==> src/rtl/core/adc_trimmed_mean_ascii_defines.svh <==
// assertion macros for the trimmed mean block
`ifndef ADC_TRIMMED_MEAN_ASCII_DEFINES_SVH
`define ADC_TRIMMED_MEAN_ASCII_DEFINES_SVH
`ifndef SYNTHESIS
// same-cycle implication
`define ATM_ASSERT_IMP(label, clk, rstn, ante, cons) \
    label: assert property (@(posedge clk) disable iff (!rstn) (ante) |-> (cons)) \
        else $error("assertion failed");
// next-cycle implication
`define ATM_ASSERT_NXT(label, clk, rstn, ante, cons) \
    label: assert property (@(posedge clk) disable iff (!rstn) (ante) |=> (cons)) \
        else $error("assertion failed");
`else
`define ATM_ASSERT_IMP(label, clk, rstn, ante, cons)
`define ATM_ASSERT_NXT(label, clk, rstn, ante, cons)
`endif
`endif

==> src/rtl/core/atm_pkg.sv <==
package atm_pkg;

    // block configuration
    localparam int WINDOW   = 10;
    localparam int CHANNELS = 8;

    // field widths
    localparam int CH_W     = 3;
    localparam int RAW_W    = 12;
    localparam int MV_W     = 12;
    localparam int SUM_W    = 16;
    localparam int CNT_W    = $clog2(WINDOW + 1);
    localparam int CH_IDX_W = (CHANNELS > 1) ? $clog2(CHANNELS) : 1;
    localparam int TRIM_W   = MV_W + 1;

    // millivolt scaling: raw * 3300 / 4096
    localparam int MV_SCALE   = 3300;
    localparam int MV_SHIFT   = 12;
    localparam int MV_PROD_W  = RAW_W + 12;
    localparam logic [MV_W-1:0] MIN_INIT = 12'hFFF;
    localparam logic [MV_W-1:0] MV_MAX   = 12'd3299;

    // divide by WINDOW-2 through an exact reciprocal
    localparam int MEAN_DIV    = WINDOW - 2;
    localparam int MEAN_L      = $clog2(MEAN_DIV);
    localparam int MEAN_SH     = SUM_W + MEAN_L;
    localparam int MEAN_REC_W  = SUM_W + 1;
    localparam int MEAN_REC    = ((1 << MEAN_SH) + MEAN_DIV - 1) / MEAN_DIV;
    localparam int MEAN_PROD_W = SUM_W + MEAN_REC_W;

    // decimal split of a 12-bit mean through exact reciprocals
    localparam int DEC_REC_W  = 13;
    localparam int DEC_PROD_W = MV_W + DEC_REC_W;
    localparam int Div1000    = 1000;
    localparam int Div100     = 100;
    localparam int Div10      = 10;
    localparam int SH_1000    = MV_W + $clog2(Div1000);
    localparam int SH_100     = MV_W + $clog2(Div100);
    localparam int SH_10      = MV_W + $clog2(Div10);
    localparam int REC_1000   = ((1 << SH_1000) + Div1000 - 1) / Div1000;
    localparam int REC_100    = ((1 << SH_100) + Div100 - 1) / Div100;
    localparam int REC_10     = ((1 << SH_10) + Div10 - 1) / Div10;
    localparam int Q1000_W    = DEC_PROD_W - SH_1000;
    localparam int Q100_W     = DEC_PROD_W - SH_100;
    localparam int Q10_W      = DEC_PROD_W - SH_10;

    // text byte positions
    localparam int IDX_W = 3;
    localparam logic [IDX_W-1:0] BYTE_HASH = 3'd0;
    localparam logic [IDX_W-1:0] BYTE_THOU = 3'd1;
    localparam logic [IDX_W-1:0] BYTE_DOT  = 3'd2;
    localparam logic [IDX_W-1:0] BYTE_HUND = 3'd3;
    localparam logic [IDX_W-1:0] BYTE_TENS = 3'd4;
    localparam logic [IDX_W-1:0] BYTE_ONES = 3'd5;
    localparam logic [IDX_W-1:0] BYTE_PCT  = 3'd6;
    localparam logic [IDX_W-1:0] BYTE_CR   = 3'd7;

    // ascii codes
    localparam logic [7:0] CHAR_HASH = 8'h23;
    localparam logic [7:0] CHAR_DOT  = 8'h2E;
    localparam logic [7:0] CHAR_PCT  = 8'h25;
    localparam logic [7:0] CHAR_CR   = 8'h0D;
    localparam logic [7:0] CHAR_ZERO = 8'h30;

    // completed window handed from the channel store to the formatter
    typedef struct packed {
        logic [CH_W-1:0]  channel;
        logic [SUM_W-1:0] sum_val;
        logic [MV_W-1:0]  min_val;
        logic [MV_W-1:0]  max_val;
    } job_t;

endpackage

==> src/rtl/core/adc_trimmed_mean_ascii.sv <==
// path: a window-closing sample passes the input register, stage a and stage b before the emitter
//   shows its first text byte, then one byte per cycle while m_ready is high, 8 bytes in all
// throughput: one sample per cycle; the per-channel store does its read-modify-write as the
//   sample leaves the input register, and a window-closing sample waits only while the text emitter
//   and its two feeding stages are all occupied
// reset: synchronous active-low aresetn clears all channel stores and empties the pipeline
`include "adc_trimmed_mean_ascii_defines.svh"

module adc_trimmed_mean_ascii (
    input  logic                        aclk,
    input  logic                        aresetn,
    // sample channel
    input  logic                        s_valid,
    output logic                        s_ready,
    input  logic [atm_pkg::CH_W-1:0]    s_channel,
    input  logic [atm_pkg::RAW_W-1:0]   s_raw_sample,
    // text channel
    output logic                        m_valid,
    input  logic                        m_ready,
    output logic [7:0]                  m_ascii_char,
    output logic [atm_pkg::CH_W-1:0]    m_out_channel,
    output logic [atm_pkg::MV_W-1:0]    m_mean_millivolts,
    output logic                        m_last
);

    // input register, holds one accepted transaction
    logic                        in_valid_reg;
    logic [atm_pkg::CH_W-1:0]    in_ch_reg;
    logic [atm_pkg::RAW_W-1:0]   in_raw_reg;

    atm_pkg::job_t job;
    logic          window_done;
    logic          job_valid;
    logic          job_ready;
    logic          in_adv;

    // a sample leaves the input register unless it closes a window while the
    // formatter has no room for another one
    assign in_adv    = in_valid_reg && (!window_done || job_ready);
    assign s_ready   = !in_valid_reg || in_adv;
    assign job_valid = in_valid_reg && window_done;

    always_ff @(posedge aclk) begin
        if (!aresetn) begin
            in_valid_reg <= 1'b0;
        end else if (s_ready) begin
            in_valid_reg <= s_valid;
        end
    end

    // payload, no reset
    always_ff @(posedge aclk) begin
        if (s_valid && s_ready) begin
            in_ch_reg  <= s_channel;
            in_raw_reg <= s_raw_sample;
        end
    end

    // per-channel sum, min, max and count, updated as the sample leaves
    atm_chan_store u_store (
        .aclk        (aclk),
        .aresetn     (aresetn),
        .upd_en      (in_adv),
        .channel     (in_ch_reg),
        .raw_sample  (in_raw_reg),
        .job         (job),
        .window_done (window_done)
    );

    // trimmed mean, decimal split and byte emitter
    atm_text_fmt u_fmt (
        .aclk              (aclk),
        .aresetn           (aresetn),
        .job_valid         (job_valid),
        .job               (job),
        .job_ready         (job_ready),
        .m_valid           (m_valid),
        .m_ready           (m_ready),
        .m_ascii_char      (m_ascii_char),
        .m_out_channel     (m_out_channel),
        .m_mean_millivolts (m_mean_millivolts),
        .m_last            (m_last)
    );

    // input stalls only behind a window-closing sample with the formatter full
    `ATM_ASSERT_IMP(a_stall_cause, aclk, aresetn, !s_ready, in_valid_reg && window_done && !job_ready)
    // the mean never exceeds the largest scaled sample
    `ATM_ASSERT_IMP(a_mean_range, aclk, aresetn, m_valid, m_mean_millivolts <= atm_pkg::MV_MAX)
    // the closing byte is always a carriage return
    `ATM_ASSERT_IMP(a_last_cr, aclk, aresetn, m_valid && m_last, m_ascii_char == atm_pkg::CHAR_CR)
    // a text is never cut short
    `ATM_ASSERT_NXT(a_text_whole, aclk, aresetn, m_valid && m_ready && !m_last, m_valid)

endmodule

==> src/rtl/core/atm_chan_store.sv <==
module atm_chan_store (
    input  logic                         aclk,
    input  logic                         aresetn,
    input  logic                         upd_en,
    input  logic [atm_pkg::CH_W-1:0]     channel,
    input  logic [atm_pkg::RAW_W-1:0]    raw_sample,
    output atm_pkg::job_t                job,
    output logic                         window_done
);

    logic [atm_pkg::SUM_W-1:0] sum_reg [atm_pkg::CHANNELS];
    logic [atm_pkg::MV_W-1:0]  min_reg [atm_pkg::CHANNELS];
    logic [atm_pkg::MV_W-1:0]  max_reg [atm_pkg::CHANNELS];
    logic [atm_pkg::CNT_W-1:0] cnt_reg [atm_pkg::CHANNELS];

    logic [atm_pkg::CH_IDX_W-1:0]  idx;
    logic                          in_range;
    logic [atm_pkg::MV_PROD_W-1:0] mv_prod;
    logic [atm_pkg::MV_W-1:0]      mv;
    logic [atm_pkg::SUM_W-1:0]     sum_upd, sum_next;
    logic [atm_pkg::MV_W-1:0]      min_upd, min_next;
    logic [atm_pkg::MV_W-1:0]      max_upd, max_next;
    logic [atm_pkg::CNT_W-1:0]     cnt_upd, cnt_next;
    logic                          full;

    assign idx      = atm_pkg::CH_IDX_W'(channel);
    assign in_range = int'(channel) < atm_pkg::CHANNELS;

    assign mv_prod = atm_pkg::MV_PROD_W'(raw_sample)
                   * atm_pkg::MV_PROD_W'(atm_pkg::MV_SCALE);
    assign mv      = atm_pkg::MV_W'(mv_prod >> atm_pkg::MV_SHIFT);

    always_comb begin
        sum_upd = sum_reg[idx] + atm_pkg::SUM_W'(mv);
        min_upd = (mv < min_reg[idx]) ? mv : min_reg[idx];
        max_upd = (mv > max_reg[idx]) ? mv : max_reg[idx];
        cnt_upd = cnt_reg[idx] + atm_pkg::CNT_W'(1);
        full    = cnt_upd == atm_pkg::CNT_W'(atm_pkg::WINDOW);
        // restart the channel once its window is handed on
        sum_next = full ? '0 : sum_upd;
        min_next = full ? atm_pkg::MIN_INIT : min_upd;
        max_next = full ? '0 : max_upd;
        cnt_next = full ? '0 : cnt_upd;
    end

    assign window_done     = in_range && full;
    assign job.channel     = channel;
    assign job.sum_val     = sum_upd;
    assign job.min_val     = min_upd;
    assign job.max_val     = max_upd;

    always_ff @(posedge aclk) begin
        if (!aresetn) begin
            for (int i = 0; i < atm_pkg::CHANNELS; i++) begin
                sum_reg[i] <= '0;
                min_reg[i] <= atm_pkg::MIN_INIT;
                max_reg[i] <= '0;
                cnt_reg[i] <= '0;
            end
        end else if (upd_en && in_range) begin
            sum_reg[idx] <= sum_next;
            min_reg[idx] <= min_next;
            max_reg[idx] <= max_next;
            cnt_reg[idx] <= cnt_next;
        end
    end

endmodule

==> src/rtl/core/atm_text_fmt.sv <==
module atm_text_fmt (
    input  logic                        aclk,
    input  logic                        aresetn,
    input  logic                        job_valid,
    input  atm_pkg::job_t               job,
    output logic                        job_ready,
    output logic                        m_valid,
    input  logic                        m_ready,
    output logic [7:0]                  m_ascii_char,
    output logic [atm_pkg::CH_W-1:0]    m_out_channel,
    output logic [atm_pkg::MV_W-1:0]    m_mean_millivolts,
    output logic                        m_last
);

    // stage a: completed window
    logic          a_valid_reg;
    atm_pkg::job_t a_job_reg;
    // stage b: mean
    logic                       b_valid_reg;
    logic [atm_pkg::MV_W-1:0]   b_mean_reg;
    logic [atm_pkg::CH_W-1:0]   b_ch_reg;
    // emitter
    logic                          e_valid_reg;
    logic [atm_pkg::IDX_W-1:0]     e_idx_reg;
    logic [atm_pkg::MV_W-1:0]      e_mean_reg;
    logic [atm_pkg::CH_W-1:0]      e_ch_reg;
    logic [atm_pkg::Q1000_W-1:0]   e_q1000_reg;
    logic [atm_pkg::Q100_W-1:0]    e_q100_reg;
    logic [atm_pkg::Q10_W-1:0]     e_q10_reg;

    logic [atm_pkg::TRIM_W-1:0]      trim;
    logic [atm_pkg::SUM_W-1:0]       rest;
    logic [atm_pkg::MEAN_PROD_W-1:0] mean_prod;
    logic [atm_pkg::MV_W-1:0]        mean_a;
    logic [atm_pkg::DEC_PROD_W-1:0]  p1000, p100, p10;
    logic [atm_pkg::Q100_W-1:0]      hund_full;
    logic [atm_pkg::Q10_W-1:0]       tens_full;
    logic [atm_pkg::MV_W-1:0]        ones_full;
    logic [3:0]                      digit_sel;

    logic m_fire, e_done, e_free, b_adv, b_free, a_adv;

    assign m_fire    = e_valid_reg && m_ready;
    assign e_done    = m_fire && (e_idx_reg == atm_pkg::BYTE_CR);
    assign e_free    = !e_valid_reg || e_done;
    assign b_adv     = b_valid_reg && e_free;
    assign b_free    = !b_valid_reg || b_adv;
    assign a_adv     = a_valid_reg && b_free;
    assign job_ready = !a_valid_reg || a_adv;

    // trimmed mean: drop min and max, divide the rest
    always_comb begin
        trim = atm_pkg::TRIM_W'(a_job_reg.min_val) + atm_pkg::TRIM_W'(a_job_reg.max_val);
        rest = (a_job_reg.sum_val >= atm_pkg::SUM_W'(trim))
             ? a_job_reg.sum_val - atm_pkg::SUM_W'(trim) : '0;
        mean_prod = atm_pkg::MEAN_PROD_W'(rest) * atm_pkg::MEAN_PROD_W'(atm_pkg::MEAN_REC);
        mean_a    = atm_pkg::MV_W'(mean_prod >> atm_pkg::MEAN_SH);
    end

    // quotients by 1000, 100 and 10
    assign p1000 = atm_pkg::DEC_PROD_W'(b_mean_reg)
                 * atm_pkg::DEC_PROD_W'(atm_pkg::REC_1000);
    assign p100  = atm_pkg::DEC_PROD_W'(b_mean_reg)
                 * atm_pkg::DEC_PROD_W'(atm_pkg::REC_100);
    assign p10   = atm_pkg::DEC_PROD_W'(b_mean_reg)
                 * atm_pkg::DEC_PROD_W'(atm_pkg::REC_10);

    always_ff @(posedge aclk) begin
        if (!aresetn) begin
            a_valid_reg <= 1'b0;
            b_valid_reg <= 1'b0;
            e_valid_reg <= 1'b0;
            e_idx_reg   <= atm_pkg::BYTE_HASH;
        end else begin
            if (job_valid && job_ready) begin
                a_valid_reg <= 1'b1;
            end else if (a_adv) begin
                a_valid_reg <= 1'b0;
            end
            if (a_adv) begin
                b_valid_reg <= 1'b1;
            end else if (b_adv) begin
                b_valid_reg <= 1'b0;
            end
            if (b_adv) begin
                e_valid_reg <= 1'b1;
            end else if (e_done) begin
                e_valid_reg <= 1'b0;
            end
            if (m_fire) begin
                e_idx_reg <= e_idx_reg + atm_pkg::IDX_W'(1);
            end
        end
    end

    always_ff @(posedge aclk) begin
        if (job_valid && job_ready) begin
            a_job_reg <= job;
        end
        if (a_adv) begin
            b_mean_reg <= mean_a;
            b_ch_reg   <= a_job_reg.channel;
        end
        if (b_adv) begin
            e_mean_reg  <= b_mean_reg;
            e_ch_reg    <= b_ch_reg;
            e_q1000_reg <= atm_pkg::Q1000_W'(p1000 >> atm_pkg::SH_1000);
            e_q100_reg  <= atm_pkg::Q100_W'(p100 >> atm_pkg::SH_100);
            e_q10_reg   <= atm_pkg::Q10_W'(p10 >> atm_pkg::SH_10);
        end
    end

    // digits as differences of neighboring quotients
    always_comb begin
        hund_full = e_q100_reg
                  - (atm_pkg::Q100_W'(e_q1000_reg) << 3)
                  - (atm_pkg::Q100_W'(e_q1000_reg) << 1);
        tens_full = e_q10_reg
                  - (atm_pkg::Q10_W'(e_q100_reg) << 3)
                  - (atm_pkg::Q10_W'(e_q100_reg) << 1);
        ones_full = e_mean_reg
                  - (atm_pkg::MV_W'(e_q10_reg) << 3)
                  - (atm_pkg::MV_W'(e_q10_reg) << 1);
        case (e_idx_reg)
            atm_pkg::BYTE_THOU: digit_sel = 4'(e_q1000_reg);
            atm_pkg::BYTE_HUND: digit_sel = hund_full[3:0];
            atm_pkg::BYTE_TENS: digit_sel = tens_full[3:0];
            default:            digit_sel = ones_full[3:0];
        endcase
        case (e_idx_reg)
            atm_pkg::BYTE_HASH: m_ascii_char = atm_pkg::CHAR_HASH;
            atm_pkg::BYTE_DOT:  m_ascii_char = atm_pkg::CHAR_DOT;
            atm_pkg::BYTE_PCT:  m_ascii_char = atm_pkg::CHAR_PCT;
            atm_pkg::BYTE_CR:   m_ascii_char = atm_pkg::CHAR_CR;
            default:            m_ascii_char = atm_pkg::CHAR_ZERO + {4'b0000, digit_sel};
        endcase
    end

    assign m_valid           = e_valid_reg;
    assign m_out_channel     = e_ch_reg;
    assign m_mean_millivolts = e_mean_reg;
    assign m_last            = e_idx_reg == atm_pkg::BYTE_CR;

endmodule
==> config.mk <==
export PLATFORM = sky130hd
export DESIGN_NAME = adc_trimmed_mean_ascii
export DESIGN_NICKNAME = d
export VERILOG_FILES = /design/src/rtl/core/atm_pkg.sv /design/src/rtl/core/adc_trimmed_mean_ascii.sv /design/src/rtl/core/atm_chan_store.sv /design/src/rtl/core/atm_text_fmt.sv
export VERILOG_INCLUDE_DIRS = /design/src /design/src/rtl/core
export SDC_FILE = /design/constraint.sdc
export NUM_CORES = 1
export LEC_CHECK = 0
export BUFFER_PORTS_ARGS = -buffer_cell sky130_fd_sc_hd__buf_2
export CAP_MARGIN = 20
export CORE_AREA = 2 2 280 282
export CTS_CLUSTER_SIZE = 24
export DETAILED_ROUTE_END_ITERATION = 8
export DIE_AREA = 0 0 282 284
export GPL_TIMING_DRIVEN = 0
export PLACE_DENSITY = 0.54
export SYNTH_ARGS = -nofsm -noshare
export SYNTH_HDL_FRONTEND = slang
export SYNTH_SLANG_ARGS = --single-unit
==> constraint.sdc <==
create_clock -name aclk -period 17.6 [get_ports aclk]
set_input_delay 1.76 -clock aclk [delete_from_list [all_inputs] [get_ports aclk]]
set_output_delay 1.76 -clock aclk [all_outputs]
set_load 0.05 [all_outputs]
==> results.toml <==
[timing]
clock_skew_ns = 0.03111
fmaxAchievable_mhz = 111.4
slew_viol_final = 0
fin_crit_sh = 0.5101
worst_slew_pin_slew_ns = 1.208
setup_viol = 0
relSlewSlack = 0.1892
hold_viol = 0
grt_setup_unrepaired = "false"
whs_ns = 0.4195
tns_ns = 0
post-route-min-period_ns = 8.978

[synthesis]
synthArstFlopShare = 0
ys_top_cells_by_count = "451 x edfxtp_1, 321 x ha_1, 287 x inv_1"
syn_area_um2 = 30620
synth.area.top_cells = "edfxtp_1 44%, ha_1 13%, fa_1 8.4%"
synth-seq-cells = 461
synth_edf_count = 451
synth_top_cell_area_share = 0.4423
synth-main-ff-cell = "edfxtp_1"
synth_compound_area_frac = 0.09036
synth_cells = 2433
synth_fa_ha_area_frac = 0.2155
synth_xor_area_frac = 0.02750
ys_warn_count = 0
yosys-mux-area-fraction = 0.08251
synth_top_family_by_area = "adder cells"
ys_types = 91
yosysMostFrequentCell = "edfxtp_1"
synthSimpleGateAreaFrac = 0.08394
synth.yosys.seq_area_share = 0.4489
syn_area_per_cell_um2 = 12.58
yosysTopAreaCell = "edfxtp_1"

[grt]
track_usage = 0.2120
grt_pass1_wl_um = 126900
antenna_found_initial = 1
grt_overflow = 0
grt_max_degree = 45
grt_pass1_vias = 20770

[cts]
cts_root_buf = "clkbuf_16"
clock-sinks = 461
clockBufferDepth = 3
cts.htree.levels = 2
clk_pin_slew_worst_paths_ns = 0.06
postCtsSetupRepairBufs = 0
cts_resized = 0
insertion_delay_ns = 0.61
cts_tree = "yes"
cts_hold_buf = 0
cts_buffers = 49

[drt]
top_layer_used = "met5"
wl_um = 83670
routed-wl-met3_um = 5325
wl_met1_um = 36960
dr_wl_met2_um = 39170
drt_first_iter_violations = 1650
ant_nets = 0
vias = 19860
dr.pass1.iters = 6
wl_per_cell_um = 23.16
viasPerCell = 5.498
drc = 0

[setup_path]
crit_fanout = 9
worstPathCellList = "ha_1, xor2_1, ha_1, fa_1, fa_1, inv_1, fa_1, inv_1, ha_1, buf_2, a21o_1, a31o_1, or2_1, xnor2_1, inv_1, ha_1, a41o_1, a311oi_1, o21ai_1, a2111oi_4, nor3_2, nor3_4, nand2_1"
critPathMostFrequentCell = "ha_1"
crit_family = "adder cells"
crit_buf_inv = 4
cp-end-kind = "flop"
timing.rr.start = "in_raw_reg[1]$_DFFE_PP_"
startpoint = "in_raw_reg[1]$_DFFE_PP_"
worstSetupPathType = "flop to flop"
critPathRequiredTime_ns = 17.92
cp-start-kind = "flop"
slowest_stage = "xnor2_1"
worstPathArrival_ns = 9.29
crit_path_max_incr_delay_ns = 0.94
r2r_slack_ns = 8.62

[placement]
hpwlAfterDp_um = 59680
place_congestion = 0.8510
port_buffers = 41

[final_layout]
syn2layout_area_growth_pct = 10.72
drive_gt1_frac = 0.1469
final_nets = 3004
postLayoutCoreUtil = 0.4405
n_antenna_cell = 0
largest_reg_flops = 128

[floorplan]
placementRows = 102
ios = 45
fp.coreArea_um2 = 76960
die_w_um = 282
die_area_um2 = 80090
start_util = 0.3978
die_y_um = 284

[job]
maxCapViolCount = 0

[min_path]
hold_path.class = "flop to flop"
hold_start = "u_fmt.b_ch_reg[0]$_DFFE_PP_"

[outcome]
status = "complete, no violations"
routing by layer:
layer | vias up | GRT usage
met5 | - | 0
met4 | 2 | 0.06037
met3 | 121 | 0.03450
met2 | 618 | 0.3413
met1 | 10070 | 0.2948
li1 | 9053 | -
layout by cell type, fill, tap and decap left out, types with 13 or more instances in the layout:
master,n
o21ai_1,13
clkbuf_16,49
xnor2_1,59
mux2_2,21
a211oi_1,94
mux2i_1,26
inv_1,287
mux4_2,88
nor2_1,227
xor2_1,27
nand3_1,21
o21ai_0,26
nor3_1,26
nor3_2,24
fa_1,129
ha_1,321
a21o_1,35
clkbuf_1,38
buf_2,79
nand2_1,157
nand4_1,13
edfxtp_1,451
a21oi_1,64
cells by family after synthesis:
group,after synthesis
and+or+nand+nor,547
DFF,461
adders and majority gates,450
buffers and inverters,387
AOI/OAI and AO/OA,358
muxes,139
xor gates and xnor gates,90
other,1
final timing paths:
path,to,cells after the start
worst max-delay path,u_store.min_reg[4][1]$_SDFFCE_PN1P_,23
worst min-delay path,u_fmt.m_out_channel[0]$_DFFE_PP_,0
worst max register to register,u_store.min_reg[4][1]$_SDFFCE_PN1P_,23
worst min register to register,u_fmt.m_out_channel[0]$_DFFE_PP_,0
area by class of cell:
cell class	instances	area, µm²
multi-input combinational	1586	15410
clock buffer	59	1274
tap	1040	1301
timing repair buffer	50	320.3
inverter	299	1122
buffer	88	444.2
sequential	461	13740
fill	7092	43060
clock inverter	30	284.0
through the flow:
step / setup WS, ns / instances / cell area [µm²]
after global routing: 8.300 / 3613 / 33900
final: 8.622 / 3613 / 33900
after CTS: 8.701 / 3612 / 33890
after detailed placement: 8.775 / 3523 / 32330
after floorplan: 10.76 / 2434 / 30620
after global placement: 8.776 / 3515 / 32130
Power is not shown: default switching activity piles up to over one toggle a cycle in this logic, so the estimate is an artifact.
